### src/design/assert_macros.svh
// Assertion macros used by the core design file.
// Depends on nothing; files that assert take it by include.
`ifndef ASSERT_MACROS_SVH
`define ASSERT_MACROS_SVH
`ifndef SYNTHESIS
// Check a property on every clock edge outside reset.
`define ASSERT_RST(lbl, clk, rst_n, prop, msg) \
    lbl: assert property (@(posedge clk) disable iff (!rst_n) prop) else $error(msg);
// Check a property on every clock edge, reset included.
`define ASSERT_ALL(lbl, clk, prop, msg) \
    lbl: assert property (@(posedge clk) prop) else $error(msg);
`else
`define ASSERT_RST(lbl, clk, rst_n, prop, msg)
`define ASSERT_ALL(lbl, clk, prop, msg)
`endif
`endif

### src/design/plact_pkg.sv
// Shared widths and codes of the lane admission counter table.
// Depends on nothing.
`default_nettype none
package plact_pkg;
    localparam int FUNC_W     = 2;
    localparam int KEY_W      = 16;
    localparam int TICKET_W   = 3;
    localparam int STATUS_W   = 3;
    localparam int GIDX_W     = 3;
    localparam int TIMEOUT_W  = 31;
    localparam int COUNT_W    = 8;
    localparam int CFG_IDX_W  = 2;

    // Request function codes
    localparam logic [FUNC_W-1:0] FN_ACQUIRE = 2'd0;
    localparam logic [FUNC_W-1:0] FN_RELEASE = 2'd1;
    localparam logic [FUNC_W-1:0] FN_QUERY   = 2'd2;

    // Result status codes
    localparam logic [STATUS_W-1:0] ST_OK        = 3'd0;
    localparam logic [STATUS_W-1:0] ST_BUSY      = 3'd1;
    localparam logic [STATUS_W-1:0] ST_CANCELLED = 3'd2;
    localparam logic [STATUS_W-1:0] ST_FULL      = 3'd3;
    localparam logic [STATUS_W-1:0] ST_IGNORED   = 3'd4;

    // Configuration register indexes
    localparam logic [CFG_IDX_W-1:0] CFG_DEFAULT_LIMIT   = 2'd0;
    localparam logic [CFG_IDX_W-1:0] CFG_DEFAULT_TIMEOUT = 2'd1;

    // Register reset values and substitutes for a zero write
    localparam logic [COUNT_W-1:0]   LIMIT_RESET   = 8'd4;
    localparam logic [COUNT_W-1:0]   LIMIT_ZERO    = 8'd1;
    localparam logic [TIMEOUT_W-1:0] TIMEOUT_RESET = 31'd30000;
endpackage
`default_nettype wire

### src/design/plact_ram.sv
// Generic single-write, single-read RAM with registered read data.
// Depends on nothing.
`default_nettype none
module plact_ram #(
    parameter int WIDTH = 8,
    parameter int DEPTH = 8
) (
    input  wire logic                                   i_clk,
    input  wire logic                                   i_we,
    input  wire logic [$clog2((DEPTH > 1) ? DEPTH : 2)-1:0] i_waddr,
    input  wire logic [WIDTH-1:0]                       i_wdata,
    input  wire logic [$clog2((DEPTH > 1) ? DEPTH : 2)-1:0] i_raddr,
    output logic      [WIDTH-1:0]                       o_rdata
);
    logic [WIDTH-1:0] r_mem [DEPTH];
    logic [WIDTH-1:0] r_rdata;

    // Write one word, read one word into the read data register
    always_ff @(posedge i_clk) begin
        if (i_we) begin
            r_mem[i_waddr] <= i_wdata;
        end
        r_rdata <= r_mem[i_raddr];
    end

    assign o_rdata = r_rdata;
endmodule
`default_nettype wire

### src/design/per_lane_admission_counter_table_core.sv
// Lane admission counter table: top level with request sequencer.
// Depends on plact_pkg, plact_ram and assert_macros.svh.
//
// A request (func, lane_key, ticket_index, cancel_request) is taken when
// i_in_valid and o_in_ready are high; each gives one result (status,
// granted_index, timeout_value, occupancy), taken when o_out_valid and
// i_out_ready are high. The sequencer walks the lane RAM one entry at a time,
// through a read state and a compare state per entry. A hit, or a release of
// a live lane, goes through S_READ and S_CHECK to S_DONE; a miss goes on to
// S_MISS before S_DONE (an empty table skips the walk); a cancelled acquire,
// out-of-range release or unused code goes straight to S_DONE. o_in_ready is
// high only while the sequencer is idle, and the next request can be taken in
// the same cycle in which the result appears. While the receiver stalls, one
// more request is accepted and worked, and its result waits until the output
// register frees. Configuration writes are taken only while the sequencer is
// idle; a pending write holds off a request for that cycle. Reset empties the
// table, restores the defaults and drops any pending result; no clearing pass.
`default_nettype none
`include "assert_macros.svh"
module per_lane_admission_counter_table_core #(
    parameter int LANES    = 8,
    parameter int KEY_BITS = 16
) (
    input  wire logic                                i_clk,
    input  wire logic                                i_rst_n,
    // Request channel
    input  wire logic                                i_in_valid,
    output logic                                     o_in_ready,
    input  wire logic [plact_pkg::FUNC_W-1:0]        i_func,
    input  wire logic [plact_pkg::KEY_W-1:0]         i_lane_key,
    input  wire logic [plact_pkg::TICKET_W-1:0]      i_ticket_index,
    input  wire logic                                i_cancel_request,
    // Result channel
    output logic                                     o_out_valid,
    input  wire logic                                i_out_ready,
    output logic      [plact_pkg::STATUS_W-1:0]      o_status,
    output logic      [plact_pkg::GIDX_W-1:0]        o_granted_index,
    output logic      [plact_pkg::TIMEOUT_W-1:0]     o_timeout_value,
    output logic      [plact_pkg::COUNT_W-1:0]       o_occupancy,
    // Configuration channel
    input  wire logic                                i_cfg_valid,
    output logic                                     o_cfg_ready,
    input  wire logic [plact_pkg::CFG_IDX_W-1:0]     i_cfg_index,
    input  wire logic [plact_pkg::TIMEOUT_W-1:0]     i_cfg_data
);
    localparam int KW  = (KEY_BITS < plact_pkg::KEY_W) ? KEY_BITS : plact_pkg::KEY_W;
    localparam int IW  = (LANES > 1) ? $clog2(LANES) : 1;
    localparam int UW  = $clog2(LANES + 1);
    localparam int CW  = (UW > plact_pkg::TICKET_W) ? UW : plact_pkg::TICKET_W;
    localparam int CNW = plact_pkg::COUNT_W;
    localparam int TW  = plact_pkg::TIMEOUT_W;
    localparam int WW  = KW + CNW + TW + CNW;
    // Word layout: {key, limit, timeout, count}
    localparam int TMO_LO = CNW;
    localparam int LIM_LO = CNW + TW;
    localparam int KEY_LO = CNW + TW + CNW;

    typedef enum logic [2:0] {
        S_IDLE,
        S_READ,
        S_CHECK,
        S_MISS,
        S_DONE
    } t_state;

    t_state r_state, n_state;
    logic [UW-1:0]                    r_used, n_used;
    logic [IW-1:0]                    r_idx, n_idx;
    logic [plact_pkg::FUNC_W-1:0]     r_func, n_func;
    logic [KW-1:0]                    r_key, n_key;
    logic [CNW-1:0]                   r_def_limit, n_def_limit;
    logic [TW-1:0]                    r_def_timeout, n_def_timeout;
    logic [plact_pkg::STATUS_W-1:0]   r_res_status, n_res_status;
    logic [plact_pkg::GIDX_W-1:0]     r_res_idx, n_res_idx;
    logic [TW-1:0]                    r_res_tmo, n_res_tmo;
    logic [CNW-1:0]                   r_res_occ, n_res_occ;
    logic                             r_out_valid, n_out_valid;
    logic [plact_pkg::STATUS_W-1:0]   r_out_status, n_out_status;
    logic [plact_pkg::GIDX_W-1:0]     r_out_idx, n_out_idx;
    logic [TW-1:0]                    r_out_tmo, n_out_tmo;
    logic [CNW-1:0]                   r_out_occ, n_out_occ;

    logic                             w_we;
    logic [IW-1:0]                    w_waddr;
    logic [WW-1:0]                    w_wdata;
    logic [WW-1:0]                    w_rdata;
    logic [KW-1:0]                    w_rd_key;
    logic [CNW-1:0]                   w_rd_limit;
    logic [TW-1:0]                    w_rd_timeout;
    logic [CNW-1:0]                   w_rd_count;

    // Lane entries: key, limit, timeout and in-flight count in one word
    plact_ram #(
        .WIDTH (WW),
        .DEPTH (LANES)
    ) u_lane_ram (
        .i_clk   (i_clk),
        .i_we    (w_we),
        .i_waddr (w_waddr),
        .i_wdata (w_wdata),
        .i_raddr (r_idx),
        .o_rdata (w_rdata)
    );

    assign w_rd_count   = w_rdata[TMO_LO-1:0];
    assign w_rd_timeout = w_rdata[LIM_LO-1:TMO_LO];
    assign w_rd_limit   = w_rdata[KEY_LO-1:LIM_LO];
    assign w_rd_key     = w_rdata[WW-1:KEY_LO];

    // Sequencer, table update and result staging
    always_comb begin
        n_state       = r_state;
        n_used        = r_used;
        n_idx         = r_idx;
        n_func        = r_func;
        n_key         = r_key;
        n_def_limit   = r_def_limit;
        n_def_timeout = r_def_timeout;
        n_res_status  = r_res_status;
        n_res_idx     = r_res_idx;
        n_res_tmo     = r_res_tmo;
        n_res_occ     = r_res_occ;
        n_out_valid   = r_out_valid;
        n_out_status  = r_out_status;
        n_out_idx     = r_out_idx;
        n_out_tmo     = r_out_tmo;
        n_out_occ     = r_out_occ;
        w_we          = 1'b0;
        w_waddr       = r_idx;
        w_wdata       = {r_key, w_rd_limit, w_rd_timeout, w_rd_count};

        // Take configuration writes; a zero write stores the fallback value
        if (i_cfg_valid && o_cfg_ready) begin
            case (i_cfg_index)
                plact_pkg::CFG_DEFAULT_LIMIT: begin
                    n_def_limit = (i_cfg_data[CNW-1:0] == '0) ? plact_pkg::LIMIT_ZERO
                                                              : i_cfg_data[CNW-1:0];
                end
                plact_pkg::CFG_DEFAULT_TIMEOUT: begin
                    n_def_timeout = (i_cfg_data == '0) ? plact_pkg::TIMEOUT_RESET
                                                       : i_cfg_data;
                end
                default: begin
                end
            endcase
        end

        // Drop a result once the receiver has taken it
        if (r_out_valid && i_out_ready) begin
            n_out_valid = 1'b0;
        end

        case (r_state)
            S_IDLE: begin
                if (i_in_valid && o_in_ready) begin
                    n_func       = i_func;
                    n_key        = i_lane_key[KW-1:0];
                    n_idx        = '0;
                    n_res_status = plact_pkg::ST_IGNORED;
                    n_res_idx    = '0;
                    n_res_tmo    = '0;
                    n_res_occ    = '0;
                    case (i_func)
                        plact_pkg::FN_ACQUIRE, plact_pkg::FN_QUERY: begin
                            if (i_func == plact_pkg::FN_ACQUIRE && i_cancel_request) begin
                                n_res_status = plact_pkg::ST_CANCELLED;
                                n_state      = S_DONE;
                            end else if (r_used == '0) begin
                                n_state = S_MISS;
                            end else begin
                                n_state = S_READ;
                            end
                        end
                        plact_pkg::FN_RELEASE: begin
                            n_res_idx = i_ticket_index;
                            if (CW'(i_ticket_index) < CW'(r_used)) begin
                                n_idx   = IW'(i_ticket_index);
                                n_state = S_READ;
                            end else begin
                                n_state = S_DONE;
                            end
                        end
                        default: begin
                            n_state = S_DONE;
                        end
                    endcase
                end
            end
            S_READ: begin
                n_state = S_CHECK;
            end
            S_CHECK: begin
                if (r_func == plact_pkg::FN_RELEASE) begin
                    // Give one slot back if any is held
                    if (w_rd_count != '0) begin
                        w_we         = 1'b1;
                        w_wdata      = {w_rd_key, w_rd_limit, w_rd_timeout,
                                        w_rd_count - 1'b1};
                        n_res_status = plact_pkg::ST_OK;
                        n_res_occ    = w_rd_count - 1'b1;
                    end else begin
                        n_res_occ    = w_rd_count;
                    end
                    n_state = S_DONE;
                end else if (w_rd_key == r_key) begin
                    n_res_idx = plact_pkg::GIDX_W'(r_idx);
                    if (r_func == plact_pkg::FN_ACQUIRE) begin
                        // Admit while below the lane limit
                        if (w_rd_count < w_rd_limit) begin
                            w_we         = 1'b1;
                            w_wdata      = {w_rd_key, w_rd_limit, w_rd_timeout,
                                            w_rd_count + 1'b1};
                            n_res_status = plact_pkg::ST_OK;
                            n_res_occ    = w_rd_count + 1'b1;
                        end else begin
                            n_res_status = plact_pkg::ST_BUSY;
                            n_res_occ    = w_rd_count;
                        end
                    end else begin
                        n_res_status = plact_pkg::ST_OK;
                        n_res_tmo    = w_rd_timeout;
                        n_res_occ    = w_rd_count;
                    end
                    n_state = S_DONE;
                end else if (UW'(r_idx) + UW'(1) < r_used) begin
                    n_idx   = r_idx + 1'b1;
                    n_state = S_READ;
                end else begin
                    n_state = S_MISS;
                end
            end
            S_MISS: begin
                if (r_used == UW'(LANES)) begin
                    n_res_status = plact_pkg::ST_FULL;
                    if (r_func == plact_pkg::FN_QUERY) begin
                        n_res_tmo = r_def_timeout;
                    end
                end else begin
                    // Create the lane at the next free entry
                    w_we         = 1'b1;
                    w_waddr      = IW'(r_used);
                    n_used       = r_used + 1'b1;
                    n_res_idx    = plact_pkg::GIDX_W'(r_used);
                    n_res_status = plact_pkg::ST_OK;
                    if (r_func == plact_pkg::FN_ACQUIRE) begin
                        w_wdata   = {r_key, r_def_limit, r_def_timeout, CNW'(1)};
                        n_res_occ = CNW'(1);
                    end else begin
                        w_wdata   = {r_key, r_def_limit, r_def_timeout, CNW'(0)};
                        n_res_tmo = r_def_timeout;
                    end
                end
                n_state = S_DONE;
            end
            S_DONE: begin
                // Hold the result until the output register is free
                if (!r_out_valid || i_out_ready) begin
                    n_out_valid  = 1'b1;
                    n_out_status = r_res_status;
                    n_out_idx    = r_res_idx;
                    n_out_tmo    = r_res_tmo;
                    n_out_occ    = r_res_occ;
                    n_state      = S_IDLE;
                end
            end
            default: begin
                n_state = S_IDLE;
            end
        endcase
    end

    // State, table fill count, defaults, request, staged result and output registers
    always_ff @(posedge i_clk) begin
        if (!i_rst_n) begin
            r_state       <= S_IDLE;
            r_used        <= '0;
            r_def_limit   <= plact_pkg::LIMIT_RESET;
            r_def_timeout <= plact_pkg::TIMEOUT_RESET;
            r_out_valid   <= 1'b0;
        end else begin
            r_state       <= n_state;
            r_used        <= n_used;
            r_def_limit   <= n_def_limit;
            r_def_timeout <= n_def_timeout;
            r_out_valid   <= n_out_valid;
            r_idx         <= n_idx;
            r_func        <= n_func;
            r_key         <= n_key;
            r_res_status  <= n_res_status;
            r_res_idx     <= n_res_idx;
            r_res_tmo     <= n_res_tmo;
            r_res_occ     <= n_res_occ;
            r_out_status  <= n_out_status;
            r_out_idx     <= n_out_idx;
            r_out_tmo     <= n_out_tmo;
            r_out_occ     <= n_out_occ;
        end
    end

    assign o_in_ready      = (r_state == S_IDLE) && !i_cfg_valid;
    assign o_cfg_ready     = (r_state == S_IDLE);
    assign o_out_valid     = r_out_valid;
    assign o_status        = r_out_status;
    assign o_granted_index = r_out_idx;
    assign o_timeout_value = r_out_tmo;
    assign o_occupancy     = r_out_occ;

    `ASSERT_RST(a_used_bound, i_clk, i_rst_n, r_used <= UW'(LANES), "lane count above table size")
    `ASSERT_RST(a_used_step, i_clk, i_rst_n, (r_used != $past(r_used)) |-> (r_used == UW'($past(r_used) + 1'b1)), "lane count moved by more than one")
    `ASSERT_ALL(a_write_state, i_clk, w_we |-> (r_state == S_CHECK || r_state == S_MISS), "lane RAM written outside update states")
    `ASSERT_RST(a_cancel_empty, i_clk, i_rst_n, (o_out_valid && o_status == plact_pkg::ST_CANCELLED) |-> (o_occupancy == '0 && o_granted_index == '0 && o_timeout_value == '0), "cancelled result carries lane data")
endmodule
`default_nettype wire

### config.mk
export PLATFORM = sky130hd
export DESIGN_NAME = per_lane_admission_counter_table_core
export DESIGN_NICKNAME = d
export VERILOG_FILES = /design/src/design/plact_pkg.sv /design/src/design/plact_ram.sv /design/src/design/per_lane_admission_counter_table_core.sv
export VERILOG_INCLUDE_DIRS = /design/src /design/src/design
export SDC_FILE = /design/constraint.sdc
export NUM_CORES = 1
export LEC_CHECK = 0
export ABC_AREA = 1
export ABC_CLOCK_PERIOD_IN_PS = 8400
export BUFFER_PORTS_ARGS = -buffer_cell sky130_fd_sc_hd__buf_4
export CORE_MARGIN = 5
export CORE_UTILIZATION = 65
export CTS_CLUSTER_DIAMETER = 60
export CTS_CLUSTER_SIZE = 20
export DETAILED_ROUTE_END_ITERATION = 6
export GPL_ROUTABILITY_DRIVEN = 0
export PLACE_DENSITY = 0.83
export SLEW_MARGIN = 30
export SYNTH_ARGS = -nofsm -noshare
export SYNTH_HDL_FRONTEND = slang
export SYNTH_SLANG_ARGS = --single-unit
### constraint.sdc
create_clock -name i_clk -period 8.4 [get_ports i_clk]
set_input_delay 0.42 -clock i_clk [delete_from_list [all_inputs] [get_ports i_clk]]
set_output_delay 0.42 -clock i_clk [all_outputs]
set_load 0.005 [all_outputs]
==> results.py <==
metrics = {
    "pwr": {
        "p_int_w": 0.00555,
        "peakVddDrop_uv": 162,
        "leakagePower_nw": 11.1,
        "pwr-share-comb_pct": 14.0,
        "sequentialPowerShare_pct": 56.4,
        "power.share.switching_pct": 26.2,
        "powerDensity_mw_per_mm2": 239,
        "p_switching_w": 0.00197,
        "clkPwrFrac_pct": 29.6,
    },
    "placed_design": {
        "dpl.hpwl_um": 41800,
        "io_buffers": 107,
    },
    "drt": {
        "wire_per_inst_um": 21.6,
        "drt_first_iter_violations": 2815,
        "drt_pass1_iterations": 6,
        "dr_total_vias": 19300,
        "routed_via_density": 6.18,
        "postRouteAntennaNets": 0,
        "routed_wl_um": 67300,
        "drc": 0,
    },
    "critical_path": {
        "path_class": "reg2reg",
        "cp-end-kind": "register",
        "start_kind": "register",
        "rr_worst_depth": 11,
        "required_ns": 8.60,
        "crit_arrival_ns": 4.85,
        "critPathMaxFanout": 47,
    },
    "finish": {
        "layout_commonest_cell": "edfxtp_1",
        "multi_input_area_mm2": 0.00691,
        "nFillCells": 2681,
        "synthToLayoutAreaGrowth_pct": 10.0,
        "drive_above_1_share_pct": 9.78,
        "fin_util_pct": 72.7,
        "fin_nets": 2580,
        "final_cell_mix": "edfxtp_1, nor2_1, o21ai_0",
        "seqCellArea_mm2": 0.0207,
    },
    "logic_synthesis": {
        "syn_avg_cell_area_um2": 11.7,
        "yosys.area.top_type_share_pct": 64.6,
        "yosys.area.top_type": "edfxtp_1",
        "ys_types": 40,
        "syn_inst": 2443,
        "synth_area_mm2": 0.0286,
        "synthTopCellsByArea": "edfxtp_1, dfxtp_1, nor2_1",
        "ys_warn_count": 0,
        "syn-num-nets": 2520,
        "seq_area_frac_synth_pct": 72.3,
        "ys_ff_latch": 725,
    },
    "cts": {
        "cts_buffers": 45,
        "clock_sinks": 725,
        "path_clk_slew_ns": 0.08,
        "htreeDepth": 2,
        "clk_path_buf_depth": 3,
        "worstSkewPairLatency_ns": 0.59,
        "cts_tree": "done",
        "cts_resized": 0,
        "cts_root_buffer": "clkbuf_16",
    },
    "timing": {
        "min_period_ns": 4.65,
        "fin_setup_tns_ns": 0,
        "max-slew-margin-rel_pct": 27.9,
        "fmax_mhz": 215,
        "tightest_slew_ns": 1.07,
        "setup_viol": 0,
        "hold_viol": 0,
        "fin_skew_ns": 0.0349,
        "grt_setup_unrepaired": "no",
        "drv_slew": 0,
        "timing.final.crit_share_pct": 55.4,
    },
    "global_routing": {
        "grt_pass1_wl_um": 102000,
        "grt_pass1_vias": 18200,
        "grt_max_degree": 172,
        "antenna_found_initial": 4,
        "grt_overflow": 0,
        "grt_usage_pct": 27.6,
    },
    "flow_run": {
        "cap_violations": 0,
    },
    "floorplanning": {
        "die_w_um": 220,
        "start_util_pct": 66.0,
        "fp.dieArea_mm2": 0.0483,
        "die_h_um": 220,
        "design.core.area_mm2": 0.0433,
        "io_pins": 108,
        "rows": 76,
    },
    "min_path": {
        "hold_class": "in2reg",
        "min_path_cells": 1,
    },
    "run_status": {
        "status": "completed",
    },
}
[state kept, by name, summed over array words and instances, names as in the netlist, 2 cells and up]
register and count:
r_def_timeout 31, r_def_limit 8, r_func 2, r_state 3, r_res_status 3, o_timeout_value 31, u_lane_ram.o_rdata 63, o_granted_index 3
r_key 16, r_res_occ 8, r_idx 3, u_lane_ram.r_mem 504, o_occupancy 8, r_res_tmo 31, r_used 4, o_status 3
r_res_idx 3
[through the flow]
stage	power [W]	hold slack [ns]	setup slack, ns	cell area, µm²	cells
after floorplan	0.00494	0.400	3.59	28600	2443
after global placement	0.00526	0.404	3.72	29800	3025
after detailed placement	0.00532	0.405	3.48	29800	3025
after CTS	0.00750	0.00491	3.43	31400	3119
after global routing	0.00779	0.00633	3.55	31400	3122
final	0.00752	0.0305	3.75	31400	3123
[cell usage after synthesis (all sizes together)]
cell type,n
a211oi,8
or2,1
o31ai,1
o21bai,1
clkinv,1
ha,17
nor3,13
buf,44
nand4,11
a21o,4
nand3b,1
o22ai,63
nor4,8
o211ai,5
a21boi,1
edfxtp,615
clkbuf,91
xor2,9
dfxtp,110
inv,134
nand2,255
nand3,45
o221ai,1
a21oi,52
a31oi,69
nor2,507
o21ai,376
[area by class of cell]
class	instances	share of cell area, %
clock inverter	10	0.442
multi-input combinational	1448	22.0
timing repair buffer	148	3.86
sequential	725	65.8
tap	585	2.33
inverter	135	1.66
clock buffer	71	3.96
antenna	1	0.00796
[path summary, 6_finish.rpt]
kind	startpoint	end	slack (ns)
setup reg to reg	r_state[2]	u_lane_ram.r_mem[0][29]	3.75
hold reg to reg	r_res_tmo[6]	o_timeout_value[6]	0.42
setup / recovery	r_state[2]	u_lane_ram.r_mem[0][29]	3.75
hold / removal	i_lane_key[10]	r_key[10]	0.03
[power groups by stage]
stage	clock network (W)	logic (W)	registers [W]
finish	0.00222	0.00105	0.00424
global placement	0	0.000949	0.00431
global route	0.00240	0.00115	0.00425
detailed placement	0	0.00100	0.00432
CTS	0.00225	0.00102	0.00424
floorplan	0	0.000651	0.00429
[kinds of logic (layout without fill, tap and decap cells)]
| kind of cell | after synthesis | after routing | share of synthesized area [%] |
|---|---|---|---|
| buf+inv | 270 | 364 | 3.75 |
| flops | 725 | 725 | 72.3 |
| simple gates | 841 | 841 | 11.8 |
| xor+xnor | 9 | 9 | 0.276 |
| compound gates | 581 | 581 | 11.1 |
| other cells | 0 | 1 | 0 |
| fa+ha+maj | 17 | 17 | 0.744 |
[worst max-delay path: stages, from the launching register on]
cell	delay [ns]
dfxtp_1	0.39
nor2_4	0.20
inv_2	0.12
nor2_4	0.47
inv_2	0.29
nor2_4	0.44
buf_16	0.23
inv_2	0.30
a21oi_2	0.31
nand2_1	0.19
nor2_4	0.48
buf_4	0.73
[what timing repair did]
item | in CTS | in global routing
hold endpoints to repair | 13 | 0
endpoints found under the setup margin | 0 | 0
hold buffers | 13 | 0
buffers inserted | 0 | 0
[metal layers]
layer / wire [µm] / share of wire (%) / vias up / global-route usage, %
li1: - / - / 8720 / -
met4: 1770 / 2.6 / 6 / 8.22
met1: 26200 / 39 / 9232 / 39.8
met5: 34 / 0.050 / - / 0
met3: 8080 / 12 / 151 / 6.13
met2: 31200 / 46 / 1189 / 43.1
(Power assumes the default switching activity.)
